**config.mk**
```make
export PLATFORM = sky130hd
export DESIGN_NAME = wpce_merge
export DESIGN_NICKNAME = d
export VERILOG_FILES = /design/src/hw/rtl/weighted_premult_color_error_core_defines.svh /design/src/hw/rtl/wpce_pkg.sv /design/src/hw/rtl/wpce_merge.sv
export SDC_FILE = /design/constraint.sdc
export NUM_CORES = 1
export LEC_CHECK = 0
export ABC_AREA = 1
export BUFFER_PORTS_ARGS = -buffer_cell sky130_fd_sc_hd__buf_2
export CAP_MARGIN = 20
export CELL_PAD_IN_SITES_DETAIL_PLACEMENT = 0
export CELL_PAD_IN_SITES_GLOBAL_PLACEMENT = 1
export CORE_ASPECT_RATIO = 1.1
export CORE_UTILIZATION = 41
export CTS_BUF_LIST = sky130_fd_sc_hd__clkbuf_8 sky130_fd_sc_hd__clkbuf_16
export CTS_CLUSTER_SIZE = 40
export DETAILED_ROUTE_END_ITERATION = 7
export PLACE_DENSITY_LB_ADDON = 0.15
export SYNTH_ARGS = -nofsm -noshare
export SYNTH_HDL_FRONTEND = slang
export SYNTH_SLANG_ARGS = --single-unit
export TNS_END_PERCENT = 5
```
**constraint.sdc**
```tcl
create_clock -name clk -period 5 [get_ports clk]
set_input_delay 0.25 -clock clk [delete_from_list [all_inputs] [get_ports clk]]
set_output_delay 0.25 -clock clk [all_outputs]
set_load 0.1 [all_outputs]
```
**src/hw/rtl/weighted_premult_color_error_core_defines.svh**
```systemverilog
// Assertion macros for the weighted premultiplied color error core.
// Expects clk and rst_n in the scope of each use.
`ifndef WEIGHTED_PREMULT_COLOR_ERROR_CORE_DEFINES_SVH
`define WEIGHTED_PREMULT_COLOR_ERROR_CORE_DEFINES_SVH

// same-cycle implication
`define WPCE_ASSERT_IMPLY(lbl, ante, cons) \
    lbl: assert property (@(posedge clk) disable iff (!rst_n) (ante) |-> (cons)) \
        else $error("wpce: same-cycle check failed");

// next-cycle implication
`define WPCE_ASSERT_NEXT(lbl, ante, cons) \
    lbl: assert property (@(posedge clk) disable iff (!rst_n) (ante) |=> (cons)) \
        else $error("wpce: next-cycle check failed");

`endif

```
**src/hw/rtl/wpce_pkg.sv**
```systemverilog
// Shared types, codes, weights and premultiply helper for the color error core.
// No dependencies.
`timescale 1ns / 1ps

package wpce_pkg;

    localparam int WFB   = 16;
    localparam int W_W   = WFB + 1;
    localparam int E_W   = 8 + W_W;
    localparam int SQ_W  = 2 * E_W;
    localparam int SUM_W = 50;
    localparam int LANES = 4;
    localparam int SQ_DOWN = (2 * WFB > 32) ? (2 * WFB - 32) : 0;
    localparam int SQ_UP   = (2 * WFB < 32) ? (32 - 2 * WFB) : 0;

    localparam logic [W_W-1:0] W_UNIT   = W_W'(64'd1 << WFB);
    localparam logic [W_W-1:0] W_LUMA_R = W_W'(((64'd299 << WFB) + 64'd500) / 64'd1000);
    localparam logic [W_W-1:0] W_LUMA_G = W_W'(((64'd587 << WFB) + 64'd500) / 64'd1000);
    localparam logic [W_W-1:0] W_LUMA_B = W_W'(((64'd114 << WFB) + 64'd500) / 64'd1000);
    localparam logic [W_W-1:0] W_ALT_R  = W_W'(((64'd3086 << WFB) + 64'd5000) / 64'd10000);
    localparam logic [W_W-1:0] W_ALT_G  = W_W'(((64'd6094 << WFB) + 64'd5000) / 64'd10000);
    localparam logic [W_W-1:0] W_ALT_B  = W_W'(((64'd820 << WFB) + 64'd5000) / 64'd10000);

    localparam logic [1:0] WM_UNIFORM = 2'd0;
    localparam logic [1:0] WM_LUMA    = 2'd1;
    localparam logic [1:0] WM_ALT     = 2'd2;

    localparam logic [2:0] FN_FOUR      = 3'd0;
    localparam logic [2:0] FN_THREE     = 3'd1;
    localparam logic [2:0] FN_ONE       = 3'd2;
    localparam logic [2:0] FN_FOUR_PM   = 3'd3;
    localparam logic [2:0] FN_THREE_AOUT = 3'd4;
    localparam logic [2:0] FN_THREE_AIN = 3'd5;
    localparam logic [2:0] FN_ONE_PM    = 3'd6;
    localparam logic [2:0] FN_UNDEF     = 3'd7;

    localparam logic [1:0] ROT_NONE = 2'd0;
    localparam logic [1:0] ROT_R    = 2'd1;
    localparam logic [1:0] ROT_G    = 2'd2;
    localparam logic [1:0] ROT_B    = 2'd3;

    localparam int CH_R = 0;
    localparam int CH_G = 1;
    localparam int CH_B = 2;
    localparam int CH_A = 3;

    typedef struct packed {
        logic [2:0] func;
        logic [1:0] rotate_mode;
        logic [7:0] first_red;
        logic [7:0] first_green;
        logic [7:0] first_blue;
        logic [7:0] first_alpha;
        logic [7:0] second_red;
        logic [7:0] second_green;
        logic [7:0] second_blue;
        logic [7:0] second_alpha;
    } in_word_t;

    typedef struct packed {
        logic [SUM_W-1:0] error_sum;
        logic             bad_request;
    } out_word_t;

    typedef struct packed {
        logic [7:0]     x;
        logic [7:0]     y;
        logic [W_W-1:0] w;
    } lane_op_t;

    // (x*a + 127) / 255, exact for 8-bit operands
    function automatic logic [7:0] pm(input logic [7:0] x, input logic [7:0] a);
        logic [16:0] v;
        logic [16:0] t;
        v = 17'(x) * 17'(a) + 17'd127;
        t = v + (v >> 8) + 17'd1;
        return t[15:8];
    endfunction

endpackage

```
**src/hw/rtl/wpce_merge.sv**
```systemverilog
// Merge stage: sums the lane terms into the output word register.
// Depends on wpce_pkg.
`timescale 1ns / 1ps

module wpce_merge (
    input  logic                                     clk,
    input  logic                                     en,
    input  logic [wpce_pkg::LANES-1:0][wpce_pkg::SUM_W-1:0] terms,
    input  logic                                     bad,
    output wpce_pkg::out_word_t                      result
);
    import wpce_pkg::*;

    out_word_t result_next, result_reg;

    always_comb
    begin
        result_next.error_sum = '0;
        for (int i = 0; i < LANES; i++)
            result_next.error_sum = result_next.error_sum + terms[i];
        result_next.bad_request = bad;
    end

    always_ff @(posedge clk)
    begin
        if (en)
            result_reg <= result_next;
    end

    assign result = result_reg;

endmodule

```
==> results.ini <==
[route]
drc = 0
drt-initial-drc-count = 243
highest_layer = met4
num_vias = 8212
met3_length_mm = 1.01
finalWirelength_mm = 23.1
drt-pass1-iter-count = 5
wl_met2_mm = 11.7
wl_met1_mm = 9.91
wl_per_cell_um = 12.1
viasPerCell = 4.30
ant_nets = 0

[sta]
worstMarginPinSlew_ps = 750
post-route-period-util = 0.616
hold_viol = 0
min_period_ps = 3080
setup_viol = 0
slew_viol_final = 0
whs_ps = 121
timing.slew.headroom = 0.500
fin_tns_setup_ps = 0
fmax_mhz = 325
rsz0062_at_grt = false

[hold_path]
hold_depth = 1
min_path_type = in2reg
hold_path_end = result[0]$_DFFE_PP_
hold_start = bad

[logic_synthesis]
synth_edf_count = 51
yosys_warnings = 0
ys_ff_latch = 51
yosys_most_used_dff = edfxtp_1
synth.distinct_cells = 24
syn_area_um2 = 8970
synth_top_area_share = 0.219
synth_cells = 1358
syn-num-nets = 1708
synthTopCellsByArea = fa_1 22%, inv_1 20%, nand2_1 18%, edfxtp_1 17%, ha_1 6.8%
avgSynthCellArea_um2 = 6.60
yosysTopAreaCell = fa_1
async_flop_share = 0
synthTopCellsByCount = 487 x inv_1, 420 x nand2_1, 98 x fa_1, 67 x nor2_1, 51 x edfxtp_1
synth_most_common_cell = inv_1
ys_seq_area_frac = 0.171

[critical_path]
path_cells = buf_2 -> fa_1 -> fa_1 -> ha_1 -> fa_1 -> nand2_1 -> nand2_1 -> nand3_1 -> nand2_1 -> nand2_1 -> nand2_1 -> nand2_1 -> nand3_1 -> nand2_1 -> nand2_1
arrival_ps = 3140
start_kind = input pin
crit_slowest_cell = fa_1
slowest_delay_ps = 550
crit_top_cell = nand2_1
end_kind = register
cp_data_required_time_ps = 5060
critical_path_class = in2reg
cp_max_fo = 4

[die]
die-area_um2 = 22500
die_h_um = 157
fp.dieW_um = 143
initial_core_util = 0.420
core_area_um2 = 21400
std_cell_rows = 56
ioPinCount = 254

[power_and_ir_drop]
swShare = 0.629
switchingPower_w = 0.00338
power_w = 0.00537
internal_power_w = 0.00199
p_leak_nw = 6.77
irDropWorstVdd_mv = 0.189
p_comb_frac = 0.771
clockPowerShare = 0.078
power.density_nw_per_um2 = 498
seqPwrFrac = 0.151

[placement]
placed_cells = 1902
place_hpwl_mm = 20.9
routabilityCongestion = 0.903
port_buffers = 253

[grt]
grtUsageTotal = 0.214
grt_pass1_wl_mm = 37.0
antenna_found_initial = 0
grt_max_degree = 52
grt_pass1_vias = 7740
overflow = 0

[cells_and_area]
largest_reg_flops = 51
fill_cells = 2268
diodes = 0
fin_util = 0.504
nets = 1969
drive_above_1_share = 0.206
areaGrowthSynthToFinish_pct = 20.1
final_cell_count_no_fill = 1910

[clock_network]
clockBufferDepth = 2
root_buffer = clkbuf_16
htreeDepth = 2
post_cts_resized = 0
cts_setup_buffers = 0
cts.clk_slew.worst_paths_ps = 80
numCtsBuffers = 5
hold_buffers = 0
clkSinkCount = 51
cts_tree = done

[flow_run]
max_cap_violations = 0

[outcome]
status = finished, final reports clean

==> placed cells by master, fill, tap and decap left out, drive strengths merged, types with 10 or more instances in the layout <==
cell type,netlist,layout
edfxtp,51,51
a21oi,29,29
nand3,44,44
xor2,26,26
nor2,98,98
nand4,10,10
fa,98,98
nand2,438,438
ha,49,49
inv,497,497
buf,0,254
==> routing by layer <==
metal,GRT usage,vias to the layer above
met1,0.261,3647
met5,0,-
met4,0.0517,0
met3,0.0183,19
met2,0.401,214
li1,-,4332
==> kinds of logic (layout without fill, tap and decap cells) <==
logic type | count (synthesis) | after routing | share of synthesized area
adders and majority gates | 147 | 147 | 0.287
and+or+nand+nor | 601 | 601 | 0.286
buffers and inverters | 497 | 759 | 0.208
xor gates and xnor gates | 28 | 28 | 0.0273
DFF | 51 | 51 | 0.171
AOI/OAI and AO/OA | 34 | 34 | 0.0208
==> power groups by stage <==
stage	clock [W]	sequential [W]	combinational, W
CTS	0.000422	0.000816	0.00418
floorplan	0	0.00220	0.00184
detailed placement	0	0.000824	0.00417
global route	0.000437	0.000833	0.00454
global placement	0	0.000822	0.00415
finish	0.000418	0.000811	0.00414
==> worst max-delay path: cells and delay by family <==
| kind | cells | cell delay (ps) |
|---|---|---|
| fa+ha+maj | 4 | 1720 |
| buf+inv | 1 | 110 |
| simple gates | 10 | 1060 |
==> metrics by stage <==
stage                     instance area, um^2  setup WS [ps]
final                                   10800           1920
after global routing                    10800           1760
after CTS                               10800           1900
after detailed placement                10600           1580
after global placement                  10600           1560
after floorplan                          8970           2200
==> how the worst max path moves through the flow <==
stage	endpoint	slack (ps)	cells past startpoint	from
finish	result[48]$_DFFE_PP_	1920	15	terms[1]
global route	result[48]$_DFFE_PP_	1760	15	terms[1]
CTS	result[48]$_DFFE_PP_	1900	15	terms[1]
detailed placement	result[48]$_DFFE_PP_	1580	15	terms[1]
global placement	result[48]$_DFFE_PP_	1560	15	terms[1]
floorplan	result[48]$_DFFE_PP_	2200	14	terms[1]
==> layout make-up <==
cell class                      count  area (um^2)  area share
Timing Repair Buffer              254         1270       0.118
Multi-Input combinational cell    810         5570       0.517
Clock buffer                        5          125      0.0116
Inverter                          497         1870       0.173
Sequential cell                    51         1530       0.142
Tap cell                          290          363      0.0337
Clock inverter                      3         43.8     0.00407
(Power assumes the default switching activity.)
