<file path="config.mk">
export PLATFORM = sky130hd
export DESIGN_NAME = wpce_lane
export DESIGN_NICKNAME = d
export VERILOG_FILES = /design/src/hw/rtl/weighted_premult_color_error_core_defines.svh /design/src/hw/rtl/wpce_pkg.sv /design/src/hw/rtl/wpce_lane.sv
export SDC_FILE = /design/constraint.sdc
export NUM_CORES = 2
export LEC_CHECK = 0
export ABC_CLOCK_PERIOD_IN_PS = 20700
export BUFFER_PORTS_ARGS = -buffer_cell sky130_fd_sc_hd__buf_2
export CAP_MARGIN = 5
export CORE_MARGIN = 4
export CORE_UTILIZATION = 60
export CTS_CLUSTER_DIAMETER = 200
export CTS_CLUSTER_SIZE = 16
export DETAILED_ROUTE_END_ITERATION = 7
export MAX_ROUTING_LAYER = met4
export PLACE_DENSITY = 0.77
export SLEW_MARGIN = 20
export SYNTH_ARGS = -nofsm -noshare
export SYNTH_HDL_FRONTEND = slang
export SYNTH_SLANG_ARGS = --single-unit
export TNS_END_PERCENT = 1
</file>
<file path="constraint.sdc">
create_clock -name clk -period 20.7 [get_ports clk]
set_input_delay 0 -clock clk [delete_from_list [all_inputs] [get_ports clk]]
set_output_delay 0 -clock clk [all_outputs]
set_load 0.01 [all_outputs]
</file>
<file path="src/hw/rtl/weighted_premult_color_error_core_defines.svh">
// Assertion macros for the weighted premultiplied color error core.
// Expects clk and rst_n in the scope of each use.
`ifndef WEIGHTED_PREMULT_COLOR_ERROR_CORE_DEFINES_SVH
`define WEIGHTED_PREMULT_COLOR_ERROR_CORE_DEFINES_SVH

// same-cycle implication
`define WPCE_ASSERT_IMPLY(lbl, ante, cons) \
    lbl: assert property (@(posedge clk) disable iff (!rst_n) (ante) |-> (cons)) \
        else $error("wpce: same-cycle check failed");

// next-cycle implication
`define WPCE_ASSERT_NEXT(lbl, ante, cons) \
    lbl: assert property (@(posedge clk) disable iff (!rst_n) (ante) |=> (cons)) \
        else $error("wpce: next-cycle check failed");

`endif

</file>
<file path="src/hw/rtl/wpce_pkg.sv">
// Shared types, codes, weights and premultiply helper for the color error core.
// No dependencies.
`timescale 1ns / 1ps

package wpce_pkg;

    localparam int WFB   = 16;
    localparam int W_W   = WFB + 1;
    localparam int E_W   = 8 + W_W;
    localparam int SQ_W  = 2 * E_W;
    localparam int SUM_W = 50;
    localparam int LANES = 4;
    localparam int SQ_DOWN = (2 * WFB > 32) ? (2 * WFB - 32) : 0;
    localparam int SQ_UP   = (2 * WFB < 32) ? (32 - 2 * WFB) : 0;

    localparam logic [W_W-1:0] W_UNIT   = W_W'(64'd1 << WFB);
    localparam logic [W_W-1:0] W_LUMA_R = W_W'(((64'd299 << WFB) + 64'd500) / 64'd1000);
    localparam logic [W_W-1:0] W_LUMA_G = W_W'(((64'd587 << WFB) + 64'd500) / 64'd1000);
    localparam logic [W_W-1:0] W_LUMA_B = W_W'(((64'd114 << WFB) + 64'd500) / 64'd1000);
    localparam logic [W_W-1:0] W_ALT_R  = W_W'(((64'd3086 << WFB) + 64'd5000) / 64'd10000);
    localparam logic [W_W-1:0] W_ALT_G  = W_W'(((64'd6094 << WFB) + 64'd5000) / 64'd10000);
    localparam logic [W_W-1:0] W_ALT_B  = W_W'(((64'd820 << WFB) + 64'd5000) / 64'd10000);

    localparam logic [1:0] WM_UNIFORM = 2'd0;
    localparam logic [1:0] WM_LUMA    = 2'd1;
    localparam logic [1:0] WM_ALT     = 2'd2;

    localparam logic [2:0] FN_FOUR      = 3'd0;
    localparam logic [2:0] FN_THREE     = 3'd1;
    localparam logic [2:0] FN_ONE       = 3'd2;
    localparam logic [2:0] FN_FOUR_PM   = 3'd3;
    localparam logic [2:0] FN_THREE_AOUT = 3'd4;
    localparam logic [2:0] FN_THREE_AIN = 3'd5;
    localparam logic [2:0] FN_ONE_PM    = 3'd6;
    localparam logic [2:0] FN_UNDEF     = 3'd7;

    localparam logic [1:0] ROT_NONE = 2'd0;
    localparam logic [1:0] ROT_R    = 2'd1;
    localparam logic [1:0] ROT_G    = 2'd2;
    localparam logic [1:0] ROT_B    = 2'd3;

    localparam int CH_R = 0;
    localparam int CH_G = 1;
    localparam int CH_B = 2;
    localparam int CH_A = 3;

    typedef struct packed {
        logic [2:0] func;
        logic [1:0] rotate_mode;
        logic [7:0] first_red;
        logic [7:0] first_green;
        logic [7:0] first_blue;
        logic [7:0] first_alpha;
        logic [7:0] second_red;
        logic [7:0] second_green;
        logic [7:0] second_blue;
        logic [7:0] second_alpha;
    } in_word_t;

    typedef struct packed {
        logic [SUM_W-1:0] error_sum;
        logic             bad_request;
    } out_word_t;

    typedef struct packed {
        logic [7:0]     x;
        logic [7:0]     y;
        logic [W_W-1:0] w;
    } lane_op_t;

    // (x*a + 127) / 255, exact for 8-bit operands
    function automatic logic [7:0] pm(input logic [7:0] x, input logic [7:0] a);
        logic [16:0] v;
        logic [16:0] t;
        v = 17'(x) * 17'(a) + 17'd127;
        t = v + (v >> 8) + 17'd1;
        return t[15:8];
    endfunction

endpackage

</file>
<file path="src/hw/rtl/wpce_lane.sv">
// One channel lane: absolute difference times weight, then square.
// Two register stages; depends on wpce_pkg.
`timescale 1ns / 1ps

module wpce_lane (
    input  logic                          clk,
    input  logic                          en,
    input  wpce_pkg::lane_op_t            op,
    output logic [wpce_pkg::SUM_W-1:0]    term
);
    import wpce_pkg::*;

    logic [7:0]      d;
    logic [E_W-1:0]  e_next, e_reg;
    logic [SQ_W-1:0] sq_next, sq_reg;

    always_comb
    begin
        d       = (op.x > op.y) ? (op.x - op.y) : (op.y - op.x);
        e_next  = E_W'(d) * E_W'(op.w);
        sq_next = SQ_W'(e_reg) * SQ_W'(e_reg);
    end

    always_ff @(posedge clk)
    begin
        if (en)
        begin
            e_reg  <= e_next;
            sq_reg <= sq_next;
        end
    end

    assign term = SUM_W'(SUM_W'(sq_reg >> SQ_DOWN) << SQ_UP);

endmodule

</file>
==> summary.md <==
| Metric | Value |
|---|---|
| Vias in the first global route | around 20000 |
| Crit start category | register |
| FF+latch area | 2220 µm² |
| Global-route wire length before repair | 96100 µm |
| Initial Utilization | 0.608 |
| GP Congestion | 0.994 |
| Final hold vios | 0 |
| P&R area growth vs syn | 5.03% |
| CORE AREA | 40900 µm² |
| Worst hold path type | in -> reg |
| Cell family with most CP delay | adder cells |
| Slew of the pin with the lowest slew margin | 1130 ps |
| Worst Path Max Fanout | 24 |
| Footprint of the multi-input gates | just under 20000 µm² |
| Clk buf depth | 2 |
| Worst path cell trace | inv_1 -> nor2_1 -> fa_1 -> fa_1 -> inv_1 -> fa_1 -> inv_1 -> fa_1 -> fa_1 -> fa_1 -> inv_1 -> fa_1 -> inv_1 -> ha_1 -> a21oi_1 -> o21ai_0 -> a41oi_1 -> o21ai_0 -> o22ai_1 -> o31ai_1 -> a21oi_1 -> o21ai_0 -> xor2_1 |
| Global-route track usage on met3 | 0.0419 |
| Row cnt | 74 |
| Dpl hpwl | 46600 µm |
| Clk sink count | 74 |
| Share of layout cells above drive strength 1 | 0.0493 |
| Root Driver | clkbuf_16 |
| Remaining antenna violation count | 0 |
| Status | complete, no violations |
| Final WL | between 50000 and 60000 µm |
| Slowest stage cell on the critical path | edfxtp_1 |
| Critical setup path kind | reg -> reg |
| CTS tree | built |
| CP max stage delay | 1050 ps |
| Initial antenna violation count | 0 |
| Final nets | 3513 |
| CP required | 20790 ps |
| Clock Latency Late Sink | 360 ps |
| Post-Syn Area | 24900 µm² |
| Routed vias/inst | 5.42 |
| Dominant synthesized flop cell | edfxtp_1 |
| Clock Skew | 12.2 ps |
| Crit path depth | 23 |
| Crit Reg-Reg Endpoint | term[45] |
| Final Util | 0.638 |
| DIE HEIGHT | about 210 µm |
| Hold-fix buffers at CTS | 0 |
| Hold path startpoint | op[0] |
| Syn Nets | approximately 3500 |
| Crit path DAT | 8670 ps |
| FFs w/ async S/R, synth | 0 |
| Final Cycle Share | 0.414 |
| Setup crit end | term[45] |
| #FFs+latches synth | 74 |
| Ys Warns | 0 |
| Die Wd | 212 µm |
| Distinct cells, synth | between 60 and 70 |
| Fillers | 3327 |
| First drt pass iteration count | 5 |
| Sequential area share after synthesis | 0.0894 |
| Avg Inst Size Synth | 9.45 µm² |
| R2R Path Start | e_reg[4] |
| Ports | 85 |
| Largest net degree at the start of global routing | between 40 and 50 |
| Max reg flops | 49 |
| Clock transition at the registers of the reported paths | 70 ps |
| RSZ-0062 raised after global routing | no |
| Slew Limit Fails | 0 |
| Num CTS Buffers | 9 |
| GRT Util Overall | 0.274 |
| DRC viols | 0 |
| FMAX | 0.117 GHz |
| Die ar. | 44800 µm² |
| Reg2reg path depth | 23 |
| Wirelength per Cell | between 15 and 20 µm |
| Worst Setup End Kind | register |
| Htree depth | 3 |
| Global route total overflow | 0 |
| Final Setup Violations | 0 |
| Antenna diodes | 0 |
| GR Util met1 | 0.356 |
| Max-Cap Viols | 0 |
| Post-cts sizing count | 0 |
| Met2 Use GR | 0.455 |
| Cells after synthesis | 2631 |
| Vias post-DR | 17400 |
| Drt initial violations | 985 |
| Tmin final | approximately 8600 ps |
| Total negative slack | 0 ps |
| Number of synthesized flops with an enable pin | 74 |
| IO Port Bufs | 83 |
| Worst rel slew slack | 0.244 |
| GR peak layer | met2 |
| Worst R2R Setup Slack | approximately 12000 ps |
| CP startpoint | e_reg[4] |
| Setup bufs post-CTS | 0 |
| WP buf/inv | 5 |
| Cell repeated most along the worst path | fa_1 |
-- per-layer routing --
metal / wire length (µm) / part of all wire
met4: 1700 / 0.031
met3: 3640 / 0.065
met5: 0 / 0
met2: 27700 / 0.50
met1: 22600 / 0.41
-- placed cells by master, fill, tap and decap left out, types with 4 or more instances in the layout --
master and n:
inv_1 769, mux2_2 4, a21oi_1 84, and2_1 202, nand2_1 250, a31oi_1 4
o21ai_0 34, nand2b_1 17, o31ai_1 6, nor3_1 8, a21o_1 41, o21a_1 11
clkbuf_16 9, o21bai_1 7, buf_2 82, xnor2_1 52, a211oi_1 7, ha_1 247
xor2_1 28, edfxtp_1 74, nand4_1 10, fa_1 558, and3_1 10, nor2b_1 16
buf_4 22, nand3_1 15, nor2_1 51
-- cell families after synthesis --
family                     share of synthesized area
AOI/OAI and AO/OA                             0.0572
xor gates and xnor gates                      0.0288
adders and majority gates                      0.574
buffers and inverters                          0.129
DFF                                           0.0894
muxes                                        0.00302
other                                       0.000151
and+or+nand+nor                                0.119
-- how the worst min path moves through the flow --
| stage | to | slack [ps] | cells after the start |
|---|---|---|---|
| finish | e_reg[0] | 40 | 2 |
| floorplan | e_reg[0] | 110 | 0 |
| detailed placement | e_reg[0] | 410 | 2 |
| global placement | e_reg[0] | 410 | 2 |
| global route | e_reg[0] | 70 | 2 |
| CTS | e_reg[0] | 30 | 2 |
-- Yosys cell counts (4+ instances only) --
| cell type | instances | area, µm² |
|---|---|---|
| nand3_1 | 15 | 75.1 |
| clkbuf_1 | 64 | 240 |
| nand2_1 | 250 | 938 |
| o21a_1 | 11 | 82.6 |
| nor3_1 | 8 | 40.0 |
| a211oi_1 | 7 | 52.6 |
| o21ai_0 | 34 | 170 |
| mux2_2 | 4 | 45.0 |
| fa_1 | 558 | 11200 |
| nand4_1 | 10 | 62.6 |
| xor2_1 | 28 | 245 |
| and3_1 | 10 | 62.6 |
| a21oi_1 | 84 | 420 |
| buf_4 | 5 | 37.5 |
| nor2b_1 | 16 | 100 |
| a21o_1 | 41 | 308 |
| ha_1 | 247 | 3090 |
| and2_1 | 202 | 1260 |
| a31oi_1 | 4 | 25.0 |
| o31ai_1 | 6 | 45.0 |
| xnor2_1 | 52 | 455 |
| o21bai_1 | 7 | 52.6 |
| nor2_1 | 51 | 191 |
| inv_1 | 769 | 2890 |
| nand2b_1 | 17 | 106 |
| edfxtp_1 | 74 | 2220 |
-- worst register-to-register path, cell delays in order (launching register included) --
cell	delay [ps]
edfxtp_1	1050
inv_1	380
nor2_1	340
fa_1	520
fa_1	500
inv_1	50
fa_1	530
inv_1	50
fa_1	400
fa_1	470
fa_1	540
inv_1	50
fa_1	480
inv_1	40
ha_1	370
a21oi_1	260
o21ai_0	120
a41oi_1	200
o21ai_0	310
o22ai_1	650
o31ai_1	270
a21oi_1	370
o21ai_0	180
xor2_1	170
-- area by class of cell --
class,count,area share
well taps,532,0.0255
multi-input cells,1714,0.744
flip-flops and latches,74,0.0851
repair buffers,105,0.0226
inverters,769,0.111
clock buffers,10,0.00877
clock inverters,5,0.00307
-- per-stage QoR --
step                cell area (µm²)  std cells  hold WS, ps  setup slack (ps)
finish                        26100       3209         42.5             12130
detailed placement            25800       3193          410             12430
global route                  26100       3209         70.5             11850
global placement              25800       3193          405             12560
CTS                           26100       3208         33.4             12290
floorplan                     24900       2631          112             13870
Power is not shown: default switching activity piles up to over one toggle a cycle in this logic, so the estimate is an artifact.
