===== src/hw/rtl/weighted_premult_color_error_core_defines.svh =====
// Assertion macros for the weighted premultiplied color error core.
// Expects clk and rst_n in the scope of each use.
`ifndef WEIGHTED_PREMULT_COLOR_ERROR_CORE_DEFINES_SVH
`define WEIGHTED_PREMULT_COLOR_ERROR_CORE_DEFINES_SVH

// same-cycle implication
`define WPCE_ASSERT_IMPLY(lbl, ante, cons) \
    lbl: assert property (@(posedge clk) disable iff (!rst_n) (ante) |-> (cons)) \
        else $error("wpce: same-cycle check failed");

// next-cycle implication
`define WPCE_ASSERT_NEXT(lbl, ante, cons) \
    lbl: assert property (@(posedge clk) disable iff (!rst_n) (ante) |=> (cons)) \
        else $error("wpce: next-cycle check failed");

`endif


===== src/hw/rtl/wpce_pkg.sv =====
// Shared types, codes, weights and premultiply helper for the color error core.
// No dependencies.
`timescale 1ns / 1ps

package wpce_pkg;

    localparam int WFB   = 16;
    localparam int W_W   = WFB + 1;
    localparam int E_W   = 8 + W_W;
    localparam int SQ_W  = 2 * E_W;
    localparam int SUM_W = 50;
    localparam int LANES = 4;
    localparam int SQ_DOWN = (2 * WFB > 32) ? (2 * WFB - 32) : 0;
    localparam int SQ_UP   = (2 * WFB < 32) ? (32 - 2 * WFB) : 0;

    localparam logic [W_W-1:0] W_UNIT   = W_W'(64'd1 << WFB);
    localparam logic [W_W-1:0] W_LUMA_R = W_W'(((64'd299 << WFB) + 64'd500) / 64'd1000);
    localparam logic [W_W-1:0] W_LUMA_G = W_W'(((64'd587 << WFB) + 64'd500) / 64'd1000);
    localparam logic [W_W-1:0] W_LUMA_B = W_W'(((64'd114 << WFB) + 64'd500) / 64'd1000);
    localparam logic [W_W-1:0] W_ALT_R  = W_W'(((64'd3086 << WFB) + 64'd5000) / 64'd10000);
    localparam logic [W_W-1:0] W_ALT_G  = W_W'(((64'd6094 << WFB) + 64'd5000) / 64'd10000);
    localparam logic [W_W-1:0] W_ALT_B  = W_W'(((64'd820 << WFB) + 64'd5000) / 64'd10000);

    localparam logic [1:0] WM_UNIFORM = 2'd0;
    localparam logic [1:0] WM_LUMA    = 2'd1;
    localparam logic [1:0] WM_ALT     = 2'd2;

    localparam logic [2:0] FN_FOUR      = 3'd0;
    localparam logic [2:0] FN_THREE     = 3'd1;
    localparam logic [2:0] FN_ONE       = 3'd2;
    localparam logic [2:0] FN_FOUR_PM   = 3'd3;
    localparam logic [2:0] FN_THREE_AOUT = 3'd4;
    localparam logic [2:0] FN_THREE_AIN = 3'd5;
    localparam logic [2:0] FN_ONE_PM    = 3'd6;
    localparam logic [2:0] FN_UNDEF     = 3'd7;

    localparam logic [1:0] ROT_NONE = 2'd0;
    localparam logic [1:0] ROT_R    = 2'd1;
    localparam logic [1:0] ROT_G    = 2'd2;
    localparam logic [1:0] ROT_B    = 2'd3;

    localparam int CH_R = 0;
    localparam int CH_G = 1;
    localparam int CH_B = 2;
    localparam int CH_A = 3;

    typedef struct packed {
        logic [2:0] func;
        logic [1:0] rotate_mode;
        logic [7:0] first_red;
        logic [7:0] first_green;
        logic [7:0] first_blue;
        logic [7:0] first_alpha;
        logic [7:0] second_red;
        logic [7:0] second_green;
        logic [7:0] second_blue;
        logic [7:0] second_alpha;
    } in_word_t;

    typedef struct packed {
        logic [SUM_W-1:0] error_sum;
        logic             bad_request;
    } out_word_t;

    typedef struct packed {
        logic [7:0]     x;
        logic [7:0]     y;
        logic [W_W-1:0] w;
    } lane_op_t;

    // (x*a + 127) / 255, exact for 8-bit operands
    function automatic logic [7:0] pm(input logic [7:0] x, input logic [7:0] a);
        logic [16:0] v;
        logic [16:0] t;
        v = 17'(x) * 17'(a) + 17'd127;
        t = v + (v >> 8) + 17'd1;
        return t[15:8];
    endfunction

endpackage


===== src/hw/rtl/wpce_prep.sv =====
// Front stage: metric decode, premultiply and per-lane operand/weight selection.
// Depends on wpce_pkg.
`timescale 1ns / 1ps

module wpce_prep (
    input  logic                                 clk,
    input  logic                                 en,
    input  wpce_pkg::in_word_t                   pixel,
    input  logic [1:0]                           weight_mode,
    output wpce_pkg::lane_op_t [wpce_pkg::LANES-1:0] ops,
    output logic                                 bad
);
    import wpce_pkg::*;

    lane_op_t [LANES-1:0] ops_next, ops_reg;
    logic                 bad_next, bad_reg;
    logic [7:0]           c0 [LANES];
    logic [7:0]           c1 [LANES];
    logic [7:0]           p0 [3];
    logic [7:0]           p1 [3];
    logic [W_W-1:0]       wt [3];
    logic [W_W-1:0]       w1;
    logic [7:0]           f0, f1;
    logic [1:0]           ai;
    logic                 rot_on;

    always_comb
    begin
        c0 = '{pixel.first_red, pixel.first_green, pixel.first_blue, pixel.first_alpha};
        c1 = '{pixel.second_red, pixel.second_green, pixel.second_blue, pixel.second_alpha};
        ai = pixel.rotate_mode - 2'd1;
        rot_on = (pixel.rotate_mode != ROT_NONE);

        f0 = (pixel.func == FN_THREE_AIN) ? c0[ai] : c0[CH_A];
        f1 = (pixel.func == FN_THREE_AIN) ? c1[ai] : c1[CH_A];
        for (int i = 0; i < 3; i++)
        begin
            p0[i] = pm(c0[i], f0);
            p1[i] = pm(c1[i], f1);
        end

        unique case (weight_mode)
            WM_LUMA:
            begin
                wt = '{W_LUMA_R, W_LUMA_G, W_LUMA_B};
            end
            WM_ALT:
            begin
                wt = '{W_ALT_R, W_ALT_G, W_ALT_B};
            end
            default:
            begin
                wt = '{W_UNIT, W_UNIT, W_UNIT};
            end
        endcase

        unique case (pixel.rotate_mode)
            ROT_R:   w1 = wt[CH_R];
            ROT_G:   w1 = wt[CH_G];
            ROT_B:   w1 = wt[CH_B];
            default: w1 = W_UNIT;
        endcase

        bad_next = 1'b0;
        for (int i = 0; i < LANES; i++)
        begin
            ops_next[i].x = c0[i];
            ops_next[i].y = c1[i];
            ops_next[i].w = '0;
        end

        unique case (pixel.func)
            FN_FOUR:
            begin
                for (int i = 0; i < 3; i++)
                    ops_next[i].w = wt[i];
                ops_next[CH_A].w = W_UNIT;
            end
            FN_THREE:
            begin
                for (int i = 0; i < 3; i++)
                begin
                    ops_next[i].w = wt[i];
                    if ((weight_mode == WM_LUMA || weight_mode == WM_ALT) && rot_on
                        && ai == 2'(i))
                        ops_next[i].w = W_UNIT;
                end
            end
            FN_ONE:
            begin
                ops_next[CH_R].w = w1;
            end
            FN_FOUR_PM:
            begin
                for (int i = 0; i < 3; i++)
                begin
                    ops_next[i].x = p0[i];
                    ops_next[i].y = p1[i];
                    ops_next[i].w = wt[i];
                end
                ops_next[CH_A].w = W_UNIT;
            end
            FN_THREE_AOUT:
            begin
                for (int i = 0; i < 3; i++)
                begin
                    ops_next[i].x = p0[i];
                    ops_next[i].y = p1[i];
                    ops_next[i].w = wt[i];
                end
            end
            FN_THREE_AIN:
            begin
                if (!rot_on)
                    bad_next = 1'b1;
                else
                begin
                    for (int i = 0; i < 3; i++)
                    begin
                        if (ai != 2'(i))
                        begin
                            ops_next[i].x = p0[i];
                            ops_next[i].y = p1[i];
                        end
                        ops_next[i].w = wt[i];
                    end
                end
            end
            FN_ONE_PM:
            begin
                ops_next[CH_R].x = p0[CH_R];
                ops_next[CH_R].y = p1[CH_R];
                ops_next[CH_R].w = w1;
            end
            default:
            begin
                bad_next = 1'b1;
            end
        endcase
    end

    always_ff @(posedge clk)
    begin
        if (en)
        begin
            ops_reg <= ops_next;
            bad_reg <= bad_next;
        end
    end

    assign ops = ops_reg;
    assign bad = bad_reg;

endmodule


===== config.mk =====
export PLATFORM = sky130hd
export DESIGN_NAME = wpce_prep
export DESIGN_NICKNAME = d
export VERILOG_FILES = /design/src/hw/rtl/weighted_premult_color_error_core_defines.svh /design/src/hw/rtl/wpce_pkg.sv /design/src/hw/rtl/wpce_prep.sv
export SDC_FILE = /design/constraint.sdc
export NUM_CORES = 1
export LEC_CHECK = 0
export ABC_AREA = 0
export BUFFER_PORTS_ARGS = -buffer_cell sky130_fd_sc_hd__buf_4
export CAP_MARGIN = 10
export CORE_MARGIN = 2
export CORE_UTILIZATION = 24
export CTS_BUF_LIST = sky130_fd_sc_hd__clkbuf_4 sky130_fd_sc_hd__clkbuf_8
export CTS_CLUSTER_DIAMETER = 40
export CTS_CLUSTER_SIZE = 12
export DETAILED_ROUTE_END_ITERATION = 7
export PLACE_DENSITY = 0.41
export REMOVE_ABC_BUFFERS = 1
export SLEW_MARGIN = 15
export SYNTH_ARGS = -nofsm -noshare
export SYNTH_HDL_FRONTEND = slang
export SYNTH_SLANG_ARGS = --single-unit

===== constraint.sdc =====
create_clock -name clk -period 9.9 [get_ports clk]
set_clock_uncertainty 0.15 [all_clocks]
set_input_delay 1.485 -clock clk [delete_from_list [all_inputs] [get_ports clk]]
set_output_delay 1.485 -clock clk [all_outputs]
set_load 0.005 [all_outputs]

==> metrics.yaml <==
area_growth_pct: 12.2
synth_common_cells: "386 x inv_1, 273 x ha_1, 265 x and2_1, 252 x fa_1, 241 x nand2_1"
grt_use_met3_pct: 2.21
clockBufferDepth: 2
critical_path_class: "input port to flop"
placed_area_um2: 24700
period_needed_ns: 9.00
ys_seq_area_share_pct: 12.2
synth_top_area_cell: "fa_1"
grt_max_degree: 56
postRouteAntennaNets: 0
maxSlewHeadroom_pct: 39.6
avgRoutedWirePerCell_um: 16.9
worst-path-buf-inv: 6
cts_setup_buffers: 0
die_h_um: 308
endpoint_kind: "flop"
drtPass1Iterations: 5
path_max_fanout: 26
crit_required_ns: 10.08
cts_hold_buffers: 0
grt-busiest-layer: "met2"
die_area_um2: 95100
vias: 18400
drt-initial-drc-count: 744
avgSynthCellArea_um2: 8.64
num-nets-final: 3268
yosysMostFrequentCell: "inv_1"
fin_crit_sh_pct: 91.0
start_util_pct: 24.2
tns_ns: 0
drv_slew: 0
min_path_type: "input port to flop"
max_freq_mhz: 111
maxCapViolCount: 0
core_um2: 91800
cts_resized: 0
drive_above_1_share_pct: 11.3
timing.hold.ws_ns: 1.10
htreeDepth: 3
drt-total-wl_um: 66300
vias_per_cell: 4.68
rsz0062_at_grt: "no"
cpPeakStageDelay_ns: 0.62
synth.cell_area_um2: 22200
final_area_um2: 24900
cts_tree: "done"
slowest_stage: "ha_2"
syn_inst: 2574
place_congestion: 0.846
synth_edf_count: 90
first_global_vias: 19300
numPortBuffers: 176
synth_top_area_share_pct: 22.7
grt_pass1_wl_um: 106000
use_met1_pct: 18.5
crit_path_frequent_cell: "inv_1"
setup_viol: 0
hold_viol_final: 0
drcViolationCount: 0
synth-seq-cells: 90
synthArstFlopShare_pct: 0
track_usage_pct: 14.2
synth_ff_type: "edfxtp_1"
crit_family: "adder cells"
grt_use_met2_pct: 24.5
hpwl_um: 54300
clk_pin_slew_ns: 0.12
status: "finished, final reports clean"
ys_types: 101
cts_made_buffers: 9
rows: 111
fp.dieW_um: 308
antenna_found_initial: 5
largest_reg_flops: 89
ios: 206
cp.arrival_ns: 9.19
globalRouteOverflowTotal: 0
clock-sinks: 90
tightest_slew_ns: 0.906
cts_root_buf: "clkbuf_8"
startpoint_type: "input port"
synthTopCellsByArea: "fa_1 23%, ha_1 15%, edfxtp_1 12%, and2_1 7.5%, inv_1 6.5%"
yosysWarnings: 0
cells by family after synthesis:
group / count (synthesis) / synth area share, %
AOI/OAI and AO/OA: 492 / 15.7
xor gates and xnor gates: 87 / 3.85
adders and majority gates: 527 / 38.1
buffers and inverters: 542 / 9.93
DFF: 90 / 12.2
muxes: 19 / 0.940
other: 1 / 0.0169
and+or+nand+nor: 816 / 19.2
worst paths after layout:
path	startpoint	end	slack, ns	cells past startpoint
min	pixel[38]	ops[130]$_DFFE_PP_	1.10	1
max	pixel[64]	ops[32]$_DFFE_PP_	0.90	27
placed cells by master (no fill, tap or decap), types with 9 or more instances in the layout:
cell,netlist,routed
ha_1,273,272
edfxtp_1,90,90
nor3_1,34,34
a21oi_1,110,106
a22oi_1,10,10
or2_2,13,13
conb_1,1,29
o21a_1,18,18
nor2_1,89,89
o21ai_0,74,73
nand4_1,16,16
o22ai_1,18,18
and2_1,265,265
o31ai_1,15,15
or3_1,19,19
a21o_1,39,39
a31oi_1,16,16
nand2_1,241,241
xnor2_1,55,55
buf_4,44,212
a211o_1,11,11
fa_1,252,252
nand3_1,41,41
clkbuf_8,0,9
o21ai_1,13,14
nor2b_1,20,20
xor2_1,24,24
a211oi_1,23,23
mux2_2,15,15
o21bai_1,13,13
inv_1,386,386
o211ai_1,23,23
and3_1,14,14
nand2b_1,17,17
per-layer routing:
metal	part of all wire, %	wire (µm)
met2	48	31900
met1	46	30700
met4	1.7	1110
met5	0.039	26
met3	4.0	2640
metrics by stage:
| stage | setup slack (ns) | instances | util [%] |
|---|---|---|---|
| 6_report | 0.895 | 3922 | 27.2 |
| 2_1_floorplan | 0.317 | 2447 | - |
| 4_1_cts | 0.935 | 3918 | 27.2 |
| 3_5_place_dp | 0.416 | 3902 | 27.0 |
| 5_1_grt | 0.322 | 3920 | 27.2 |
| 3_3_place_gp | 0.541 | 3902 | 27.0 |
final cells by class:
cell class	instances	area [µm²]
Multi-Input combinational cell	1970	17400
Clock inverter	6	47.5
Timing Repair Buffer	212	1590
Clock buffer	10	131
Inverter	387	1450
Tap cell	1243	1560
Antenna cell	4	10.0
Sequential cell	90	2700
Fill cell	9842	66900
Power is not shown: default switching activity piles up to over one toggle a cycle in this logic, so the estimate is an artifact.
